`src/positional_list_engine_defines.svh`:
```
// Assertion macros shared by the positional list engine RTL.
// No dependencies; included by files that carry concurrent checks.
`ifndef POSITIONAL_LIST_ENGINE_DEFINES_SVH
`define POSITIONAL_LIST_ENGINE_DEFINES_SVH

// Implication checked in the next cycle, ignored while in reset.
`define PLE_ASSERT_NEXT(label, ante, cons) \
  label: assert property (@(posedge clk) disable iff (rst) (ante) |=> (cons)) \
    else $error("ple: next-cycle check failed");

// Same-cycle implication, ignored while in reset.
`define PLE_ASSERT_NOW(label, ante, cons) \
  label: assert property (@(posedge clk) disable iff (rst) (ante) |-> (cons)) \
    else $error("ple: same-cycle check failed");

`endif

```
`src/ple_pkg.sv`:
```
// Package for the positional list engine: sizes, opcodes, control structs
// and word conversion helpers. No dependencies.
package ple_pkg;

  localparam int CAPACITY   = 16;
  localparam int DATA_WIDTH = 32;
  localparam int IDX_W      = $clog2(CAPACITY);
  localparam int CNT_W      = $clog2(CAPACITY + 1);
  localparam int OP_W       = 4;
  localparam int POS_W      = 5;
  localparam int ITEM_W     = 32;
  localparam int LEN_W      = 5;
  // position and count compared at a common width
  localparam int CMP_W      = (CNT_W > POS_W) ? CNT_W : POS_W;

  typedef enum logic [OP_W-1:0] {
    OP_INS_FIRST  = 4'd0,
    OP_INS_LAST   = 4'd1,
    OP_INS_AT     = 4'd2,
    OP_READ_AT    = 4'd3,
    OP_REM_AT     = 4'd4,
    OP_REM_FIRST  = 4'd5,
    OP_REM_LAST   = 4'd6,
    OP_READ_FIRST = 4'd7,
    OP_READ_LAST  = 4'd8,
    OP_CLEAR      = 4'd9
  } op_t;

  typedef logic [DATA_WIDTH-1:0] word_t;

  // broadcast to every cell
  typedef struct packed {
    logic             ins;
    logic             rem;
    logic [IDX_W-1:0] idx;
    word_t            wdata;
  } shift_ctrl_t;

  typedef struct packed {
    logic             ok;
    logic             rd;
    logic [IDX_W-1:0] rd_idx;
    logic [CNT_W-1:0] cnt_next;
  } dec_t;

  function automatic word_t to_word(input logic [ITEM_W-1:0] x);
    logic [63:0] w;
    w = 64'(x);
    return w[DATA_WIDTH-1:0];
  endfunction

  function automatic logic [ITEM_W-1:0] to_item(input word_t x);
    logic [63:0] w;
    w = 64'(x);
    return w[ITEM_W-1:0];
  endfunction

endpackage

```
`src/ple_cell.sv`:
```
// One list cell: holds one entry and shifts towards either neighbour.
// Depends on ple_pkg.
module ple_cell (
  input  logic                      clk,
  input  ple_pkg::shift_ctrl_t      ctrl,
  input  logic [ple_pkg::IDX_W-1:0] cell_idx,
  input  ple_pkg::word_t            prev_data,
  input  ple_pkg::word_t            next_data,
  output ple_pkg::word_t            data
);
  import ple_pkg::*;

  always_ff @(posedge clk) begin
    if (ctrl.ins) begin
      if (cell_idx == ctrl.idx) begin
        data <= ctrl.wdata;
      end else if (cell_idx > ctrl.idx) begin
        data <= prev_data;
      end
    end else if (ctrl.rem && (cell_idx >= ctrl.idx)) begin
      // entries past the end pick up junk; never read
      data <= next_data;
    end
  end

endmodule

```
`src/ple_decode.sv`:
```
// Request decode: checks bounds against the entry count and builds the
// shift command and result control. Depends on ple_pkg.
module ple_decode (
  input  logic [ple_pkg::OP_W-1:0]   opcode,
  input  logic [ple_pkg::POS_W-1:0]  position,
  input  logic [ple_pkg::ITEM_W-1:0] item_data,
  input  logic [ple_pkg::CNT_W-1:0]  count,
  output ple_pkg::shift_ctrl_t       ctrl,
  output ple_pkg::dec_t              dec
);
  import ple_pkg::*;

  op_t              op;
  logic             full;
  logic             empty;
  logic             pos_ok;
  logic [CMP_W-1:0] pos_c;
  logic [CMP_W-1:0] count_c;
  logic [IDX_W-1:0] pos_idx;
  logic [IDX_W-1:0] last_idx;
  logic [IDX_W-1:0] end_idx;

  assign op       = op_t'(opcode);
  assign full     = (count == CNT_W'(CAPACITY));
  assign empty    = (count == '0);
  assign pos_c    = CMP_W'(position);
  assign count_c  = CMP_W'(count);
  assign pos_ok   = (pos_c != '0) && (pos_c <= count_c);
  assign pos_idx  = IDX_W'(pos_c - CMP_W'(1));
  assign last_idx = IDX_W'(count - CNT_W'(1));
  assign end_idx  = IDX_W'(count);

  always_comb begin
    ctrl          = '0;
    ctrl.wdata    = to_word(item_data);
    dec           = '0;
    dec.cnt_next  = count;
    unique case (op)
      OP_INS_FIRST: begin
        if (!full) begin
          ctrl.ins = 1'b1;
          dec.ok   = 1'b1;
        end
      end
      OP_INS_LAST: begin
        if (!full) begin
          ctrl.ins = 1'b1;
          ctrl.idx = end_idx;
          dec.ok   = 1'b1;
        end
      end
      OP_INS_AT: begin
        // cannot append: position must name an existing entry
        if (!full && pos_ok) begin
          ctrl.ins = 1'b1;
          ctrl.idx = pos_idx;
          dec.ok   = 1'b1;
        end
      end
      OP_READ_AT: begin
        if (pos_ok) begin
          dec.ok     = 1'b1;
          dec.rd     = 1'b1;
          dec.rd_idx = pos_idx;
        end
      end
      OP_REM_AT: begin
        if (pos_ok) begin
          ctrl.rem   = 1'b1;
          ctrl.idx   = pos_idx;
          dec.ok     = 1'b1;
          dec.rd     = 1'b1;
          dec.rd_idx = pos_idx;
        end
      end
      OP_REM_FIRST: begin
        if (!empty) begin
          ctrl.rem = 1'b1;
          dec.ok   = 1'b1;
          dec.rd   = 1'b1;
        end
      end
      OP_REM_LAST: begin
        if (!empty) begin
          ctrl.rem   = 1'b1;
          ctrl.idx   = last_idx;
          dec.ok     = 1'b1;
          dec.rd     = 1'b1;
          dec.rd_idx = last_idx;
        end
      end
      OP_READ_FIRST: begin
        if (!empty) begin
          dec.ok = 1'b1;
          dec.rd = 1'b1;
        end
      end
      OP_READ_LAST: begin
        if (!empty) begin
          dec.ok     = 1'b1;
          dec.rd     = 1'b1;
          dec.rd_idx = last_idx;
        end
      end
      OP_CLEAR: begin
        if (!empty) begin
          dec.ok       = 1'b1;
          dec.cnt_next = '0;
        end
      end
      default: begin
      end
    endcase
    if (ctrl.ins) begin
      dec.cnt_next = count + CNT_W'(1);
    end else if (ctrl.rem) begin
      dec.cnt_next = count - CNT_W'(1);
    end
  end

endmodule

```
`src/positional_list_engine.sv`:
```
// Positional list engine top level: entry count, row of list cells and
// registered result. Depends on ple_pkg, ple_decode, ple_cell and the defines.
//
//   channel  | handshake            | fields
//   ---------+----------------------+----------------------------------------
//   request  | start, busy          | opcode, position, item_data
//   result   | done (one-cycle)     | status, read_data, length, is_empty
//
// One item per clock: an item taken at one edge has its result on the ports,
// with done high, for the cycle after that edge. Every cell shifts in the
// accept cycle, so inserts and removes anywhere finish at the accepting edge.
// busy is never raised. rst clears the entry count and done; cell contents
// stay undefined until written. Results cannot be stalled.
`include "positional_list_engine_defines.svh"

module positional_list_engine (
  input  logic                      clk,
  input  logic                      rst,
  input  logic                      start,
  output logic                      busy,
  input  logic [ple_pkg::OP_W-1:0]  opcode,
  input  logic [ple_pkg::POS_W-1:0] position,
  input  logic [ple_pkg::ITEM_W-1:0] item_data,
  output logic                      done,
  output logic                      status,
  output logic [ple_pkg::ITEM_W-1:0] read_data,
  output logic [ple_pkg::LEN_W-1:0] length,
  output logic                      is_empty
);
  import ple_pkg::*;

  logic             accept;
  logic [CNT_W-1:0] count;
  shift_ctrl_t      ctrl;
  shift_ctrl_t      cell_ctrl;
  dec_t             dec;
  word_t            cell_data [CAPACITY];
  word_t            rd_word;

  assign busy   = 1'b0;
  assign accept = start && !busy;

  ple_decode u_decode (
    .opcode    (opcode),
    .position  (position),
    .item_data (item_data),
    .count     (count),
    .ctrl      (ctrl),
    .dec       (dec)
  );

  // shifts only happen on an accepted item
  always_comb begin
    cell_ctrl     = ctrl;
    cell_ctrl.ins = ctrl.ins && accept;
    cell_ctrl.rem = ctrl.rem && accept;
  end

  for (genvar i = 0; i < CAPACITY; i++) begin : g_cell
    word_t prev_w;
    word_t next_w;
    if (i == 0) begin : g_head
      assign prev_w = cell_data[0];
    end else begin : g_body
      assign prev_w = cell_data[i-1];
    end
    if (i == CAPACITY - 1) begin : g_tail
      assign next_w = cell_data[CAPACITY-1];
    end else begin : g_inner
      assign next_w = cell_data[i+1];
    end
    ple_cell u_cell (
      .clk       (clk),
      .ctrl      (cell_ctrl),
      .cell_idx  (IDX_W'(i)),
      .prev_data (prev_w),
      .next_data (next_w),
      .data      (cell_data[i])
    );
  end

  // sampled before the shift lands
  assign rd_word = cell_data[dec.rd_idx];

  always_ff @(posedge clk) begin
    if (rst) begin
      count <= '0;
      done  <= 1'b0;
    end else begin
      done <= accept;
      if (accept) begin
        count <= dec.cnt_next;
      end
    end
  end

  always_ff @(posedge clk) begin
    if (accept) begin
      status    <= !dec.ok;
      read_data <= (dec.ok && dec.rd) ? to_item(rd_word) : '0;
      length    <= LEN_W'(dec.cnt_next);
      is_empty  <= (dec.cnt_next == '0);
    end
  end

  `PLE_ASSERT_NEXT(a_done_follows_accept, accept, done)
  `PLE_ASSERT_NEXT(a_no_spurious_done, !accept, !done)
  `PLE_ASSERT_NOW(a_count_in_range, 1'b1, count <= CNT_W'(CAPACITY))
  `PLE_ASSERT_NOW(a_empty_matches_count, done, is_empty == (count == '0))
  `PLE_ASSERT_NOW(a_fail_reads_zero, done && status, read_data == '0)
  `PLE_ASSERT_NEXT(a_insert_grows, accept && ctrl.ins, count == CNT_W'($past(count) + 1'b1))

endmodule

```
`config.mk`:
```
export PLATFORM = sky130hd
export DESIGN_NAME = positional_list_engine
export DESIGN_NICKNAME = d
export VERILOG_FILES = /design/src/ple_pkg.sv /design/src/ple_cell.sv /design/src/ple_decode.sv /design/src/positional_list_engine.sv
export VERILOG_INCLUDE_DIRS = /design/src /design/src/src
export SDC_FILE = /design/constraint.sdc
export NUM_CORES = 2
export LEC_CHECK = 0
export ABC_AREA = 1
export ABC_CLOCK_PERIOD_IN_PS = 7000
export BUFFER_PORTS_ARGS = -buffer_cell sky130_fd_sc_hd__buf_2
export CAP_MARGIN = 20
export CORE_MARGIN = 5
export CORE_UTILIZATION = 35
export DETAILED_ROUTE_END_ITERATION = 8
export PLACE_DENSITY = 0.6
export SYNTH_ARGS = -nofsm -noshare
export SYNTH_HDL_FRONTEND = slang
export SYNTH_SLANG_ARGS = --single-unit
```
`constraint.sdc`:
```
create_clock -name clk -period 7 [get_ports clk]
set_clock_uncertainty 0.2 [all_clocks]
set_input_delay 0 -clock clk [delete_from_list [all_inputs] [get_ports clk]]
set_output_delay 0 -clock clk [all_outputs]
set_load 0.03 [all_outputs]
```
# Yosys cells after proc, flatten, opt, wreduce, memory -nomap -nowiden
# Cells that the tools add are included.
# op_classes
add_sub_neg	3
n_bitwise	1
shift	0
n_lt_le_gt_ge	32
muxes	84
div	0
reduce_logical	63
eq_ne	40
n_mul	0
# op_table
cell	n
32-bit two-way mux	63
32-bit binary-select mux with 4-bit select	1
3-bit by 1-bit inequality test with 1-bit output, second input constant	14
4-bit == test, first input constant	8
4-bit greater-than comparator, first input constant	8
2-bit AND reduction	16
2-bit nonzero test	16
5-bit two-way mux	6
4-bit >= comparator, first input constant	7
1-bit logical AND	20
3-bit by 4-bit == test with 1-bit output, first input constant	4
4-bit by 3-bit == test with 1-bit output, second input constant	4
3-bit by 4-bit >= comparator with 1-bit output, first input constant	4
3-bit by 4-bit greater-than comparator with 1-bit output, first input constant	4
4-bit one-hot mux with 4 select lines	1
6-bit two-way mux	2
5-bit logical NOT	2
2-bit by 4-bit == test with 1-bit output, first input constant	2
4-bit by 2-bit == test with 1-bit output, second input constant	2
4-bit == test, second input constant	2
1-bit by 4-bit >= comparator with 1-bit output, first input constant	2
2-bit by 4-bit >= comparator with 1-bit output, first input constant	2
2-bit by 4-bit greater-than comparator with 1-bit output, first input constant	2
4-bit logical NOT	2
other kinds (21)	29
# totals
ram_bits	0
n_memories	0
romBits	0
output_inout_bits	41
elab_cells	245
inputBits	44
latchBits	0
ff_bits	557

# Logic depth before layout (Yosys ltp)
# depth
ltp_word	9
mapped_depth	20

# By module
# Synthesis repeated with hierarchy kept, for this count alone.
# hier_totals
hier_cells	6461
hier_area_um2	43062.6
# modules_own_cells
module	cells_per_inst	instances	area_per_inst_um2
ple_cell at g_cell[15].u_cell ...	295	10	2140.8
ple_cell at g_cell[0].u_cell ...	295	6	2135.8
positional_list_engine	1562	1	7744.9
ple_decode	179	1	1094.8

# Worst setup path after synthesis
# Ideal clock, no wire load.
# synth_timing
path_type	flip-flop to flip-flop
from	register count[2]
to	register g_cell[2].u_cell.data[0], enable pin
setup_slack_ps	2038
n_path_buf	1
t_arrival_ps	4292
stages_incl_launch_ff	16
required_ps	6330
period_less_slack_ps	4962
cell_sequence	dfxtp_1 buf_2 inv_4 ha_1 nand2_1 nor2_1 nand2_1 nand3_1 nand2_1 nand2_1 nor2_4 nand3_1 nand3_2 nand2_2 inv_1 a211oi_1
# synth_via
elab_chain_cells	9
word_cells_on_any_way	26
classes_between	add/sub (1); order compare (3); eq/ne (3); mux (10); reduce/logical (9)
# synth_lines
element	line_no	source
start, declared	positional_list_engine.sv:33	logic [CNT_W-1:0] count;
start signal, assigned	positional_list_engine.sv:92	count <= dec.cnt_next;
5-bit less-or-equal comparator / 5-bit == test (equally long branches)	ple_decode.sv:28, ple_decode.sv:24	
1-bit logical AND / 1-bit logical NOT (equally long branches)	--	
1-bit logical AND	ple_decode.sv:54	if (!full && pos_ok) begin
4-bit two-way mux	ple_decode.sv:54	
4-bit one-hot mux with 4 select lines	ple_decode.sv:38	unique case (op)
2-bit by 4-bit >= comparator with 1-bit output	ple_cell.sv:20	end else if (ctrl.rem && (cell_idx >= ctrl.idx)) begin
1-bit logical AND	ple_cell.sv:20	
2-bit nonzero test (no source line)	--	
2-bit AND reduction (no source line) *	--	
end signal, assigned	ple_cell.sv:16	data <= ctrl.wdata;
end signal, assigned	ple_cell.sv:18	data <= prev_data;
end signal, assigned	ple_cell.sv:22	data <= next_data;
end, declared	ple_cell.sv:9	output ple_pkg::word_t data
# Every way passes the cells marked *; elsewhere a longest branch is shown, timed or not.
# A chain may end at the register's enable or synchronous reset.

# Worst setup path in the final report
# layout_timing
from	register count[0]
to	register g_cell[8].u_cell.data[11], enable pin
# layout_via
elab_chain_cells	9
word_cells_on_any_way	26
classes_between	add/sub (1); order compare (3); eq/ne (3); mux (10); reduce/logical (9)
# layout_lines
element	line_no
5-bit less-or-equal comparator / 5-bit == test (equally long branches)	ple_decode.sv:28, ple_decode.sv:24
1-bit logical AND / 1-bit logical NOT (equally long branches)	--
1-bit logical AND	ple_decode.sv:54
4-bit two-way mux	ple_decode.sv:54
4-bit one-hot mux with 4 select lines	ple_decode.sv:38
4-bit >= comparator	ple_cell.sv:20
1-bit logical AND	ple_cell.sv:20
2-bit nonzero test (no source line)	--
2-bit AND reduction (no source line) *	--
end signal, assigned	ple_cell.sv:16
end signal, assigned	ple_cell.sv:18
end signal, assigned	ple_cell.sv:22
end, declared	ple_cell.sv:9
# Marks and branches as above.

==> impl_metrics.csv <==
group,metric,value,unit
synthesis,synth_edf_count,551,
cts,cts_tree,"done",
synthesis,ys_async_sr_fraction,0,%
worst_setup_path,cp_data_arrival_time,5040,ps
synthesis,yosysMostFrequentCell,"nand2_1",
worst_setup_path,ff2ff_setup_slack,2060,ps
routing,via_per_inst,5.66,
global_routing,grt_pass1_vias,33153,
routing,vias,35479,
synthesis,ys_warn_count,0,
worst_setup_path,crit_chain,"inv_2 > ha_1 > nand4_1 > nand3_1 > o21ai_1 > inv_2 > nand3_2 > nor2_4 > buf_4 > nand2_1 > o21ai_4 > buf_4",
cts,cts_root_buffer,"clkbuf_16",
timing,tightestPinTransition,1330,ps
floorplanning,initial_core_util,35.1,%
cts,post-cts-setup-buffer-count,0,
timing,fin_ws,2060,ps
routing,totalWireLength,144000,um
hold_path,min_to,"g_cell[15].u_cell.data[4]$_DFFE_PP_",
worst_setup_path,crit_slowest_cell,"o21ai_4",
power_and_ir_drop,power_density,225,nW/um2
flow_run,cap_viol_max_count,0,
floorplanning,core_area,102000,um2
power_and_ir_drop,leakage,18.4,nW
worst_setup_path,crit_fanout,34,
power_and_ir_drop,power,8.90,mW
place,io_buffers,83,
cts,htree_levels,2,
place,gp_congestion,0.880,
routing,drtIter0Drc,5233,
synthesis,syn_avg_cell_area,7.21,um2
worst_setup_path,worst_path_largest_cell_delay,770,ps
global_routing,antenna_found_initial,2,
worst_setup_path,setup.worst_path.end_class,"flip-flop",
cts,worstSkewPairLatency,670,ps
worst_setup_path,crit_required,7110,ps
synthesis,ys_ff_latch,557,
synthesis,synth.distinct_cells,36,
place,hpwl,81200,um
worst_setup_path,crit_type,"flip-flop to flip-flop",
floorplanning,fp-row-count,117,
power_and_ir_drop,ir_worst_vdd,204,uV
synthesis,synth-seq-area-share,46.7,%
synthesis,ys_top_cells_by_count,"nand2_1, nand3_1, inv_1",
synthesis,synthesis.nets,5006,
synthesis,synth_area,35700,um2
global_routing,top_usage_layer,"met2",
global_routing,grt_use_met3,5.22,%
routing,ant_nets,0,
cts,cts_buffers,60,
timing,slew_viol_final,0,
global_routing,gr-total-overflow,0,
routing,detail_route.wl_per_cell,22.9,um
cts,hold_buffers,47,
floorplanning,top_level_ports,85,
final_layout,nNetsFinal,4908,
hold_path,whs_path_depth,4,
hold_path,hold_path.startpoint,"item_data[4]",
global_routing,grt_util_all_layers,25.6,%
worst_setup_path,r2r_start,"count[0]$_SDFFE_PP0P_",
global_routing,grt_max_degree,197,
global_routing,met2_usage,37.6,%
timing,fin_tns_setup,0,ps
timing,final_hold_viol_count,0,
outcome,status,"completed",
routing,drc,0,
worst_setup_path,cp-start-kind,"flip-flop",
synthesis,synth_flop_cell,"edfxtp_1",
timing,finalSetupViolations,0,
floorplanning,die_y,329,um
worst_setup_path,reg2reg_depth,12,
cts,clockBufferDepth,3,
final_layout,layout-drive-gt1-share,6.61,%
global_routing,use_met1,36.9,%
synthesis,syn_inst,4954,
routing,dr.pass1.iters,8,
timing,min_period,4940,ps
floorplanning,die_area,108000,um2
global_routing,grt_pass1_wl,211000,um
final_layout,antenna_cells,0,
cts,clk_pin_slew_worst_paths,60,ps
worst_setup_path,r2r_end,"g_cell[8].u_cell.data[11]$_DFFE_PP_",
timing,relSlewSlack,11.4,%
floorplanning,fp.dieW,329,um
synthesis,synthTopCellsByArea,"edfxtp_1, nand2_1, nand3_1",
timing,max_freq,203,MHz
synthesis,synth_top_area_share,46.3,%
cts,cts-resized-gates,0,
cts,clock-sinks,557,
timing,post-route-period-util,70.5,%
final_layout,syn_to_final_growth,11.0,%
place,pre_cts_slack,2150,ps
timing,rsz0062_at_grt,"no",
synthesis,yosys.area.top_type,"edfxtp_1",
hold_path,hp-class,"input pin to flip-flop",
final cells by class:
cell class | instances | area, um2
sequential | 557 | 16700
timing repair buffer | 209 | 1650
tap | 1368 | 1710
clock buffer | 75 | 1600
clock inverter | 36 | 402
inverter | 603 | 2280
multi-input combinational | 3425 | 15300
fill | 10689 | 62000
worst max path at each step:
stage / end / from / slack, ps / depth (start not counted)
2_1_floorplan: g_cell[2].u_cell.data[0]$_DFFE_PP_ / count[2]$_SDFFE_PP0P_ / 2040 / 15
3_3_place_gp: g_cell[8].u_cell.data[30]$_DFFE_PP_ / count[0]$_SDFFE_PP0P_ / 2220 / 12
3_5_place_dp: g_cell[8].u_cell.data[26]$_DFFE_PP_ / count[0]$_SDFFE_PP0P_ / 2150 / 12
4_1_cts: g_cell[8].u_cell.data[15]$_DFFE_PP_ / count[0]$_SDFFE_PP0P_ / 2140 / 12
5_1_grt: g_cell[8].u_cell.data[10]$_DFFE_PP_ / count[0]$_SDFFE_PP0P_ / 1870 / 12
6_report: g_cell[8].u_cell.data[11]$_DFFE_PP_ / count[0]$_SDFFE_PP0P_ / 2060 / 12
cells by family after synthesis:
kind of cell             count (synthesis)  synth area share (%)
other                                    1                0.0105
AO/OA/AOI/OAI                          259                  3.82
XOR/XNOR                                 7                 0.172
flip-flops                             557                  46.7
buffers and inverters                  972                  11.0
AND/OR/NAND/NOR                       3150                  38.0
adder cells (fa/ha/maj)                  8                 0.280
routing by layer:
layer	wire length, um	vias up
met1	58400	16917
met5	0	-
met2	61000	2323
met3	18400	364
met4	6060	0
li1	-	15875
per-stage QoR:
stage                     area (um2)  hold WS [ps]  util (%)  instances
after floorplan                35700          -128         -       4954
after global placement         37100          27.0      36.5       6112
after detailed placement       37100          33.7      36.5       6112
after CTS                      39500          2.31      38.9       6270
after global routing           39600          58.6      39.0       6273
final                          39600          23.7      39.0       6273
critical path: cells and delay by family, from the launching register on:
kind	cells	cell delay (ps)
buf+inv	4	1290
fa+ha+maj	1	250
flops	1	360
simple gates	5	1590
compound gates	2	880
state kept, by name, summed over array words and instances, names as in the netlist:
signal,flops
length,5
done,1
count,5
is_empty,1
status,1
read_data,32
g_cell.u_cell.data,512
power breakdown:
part / internal, mW / switching [mW]
sequential: 3.91 / 0.0797
clock: 1.94 / 1.47
combinational: 0.396 / 1.11
placed cells by master, fill, tap and decap left out, types with 38 or more instances in the layout:
cell,count
a21oi_1,38
buf_2,83
buf_4,67
clkbuf_16,62
dlygate4sd3_1,47
edfxtp_1,551
inv_1,579
nand2_1,1877
nand3_1,1209
o21ai_0,80
o21ai_1,124
Power figures use the tool's default switching activity.
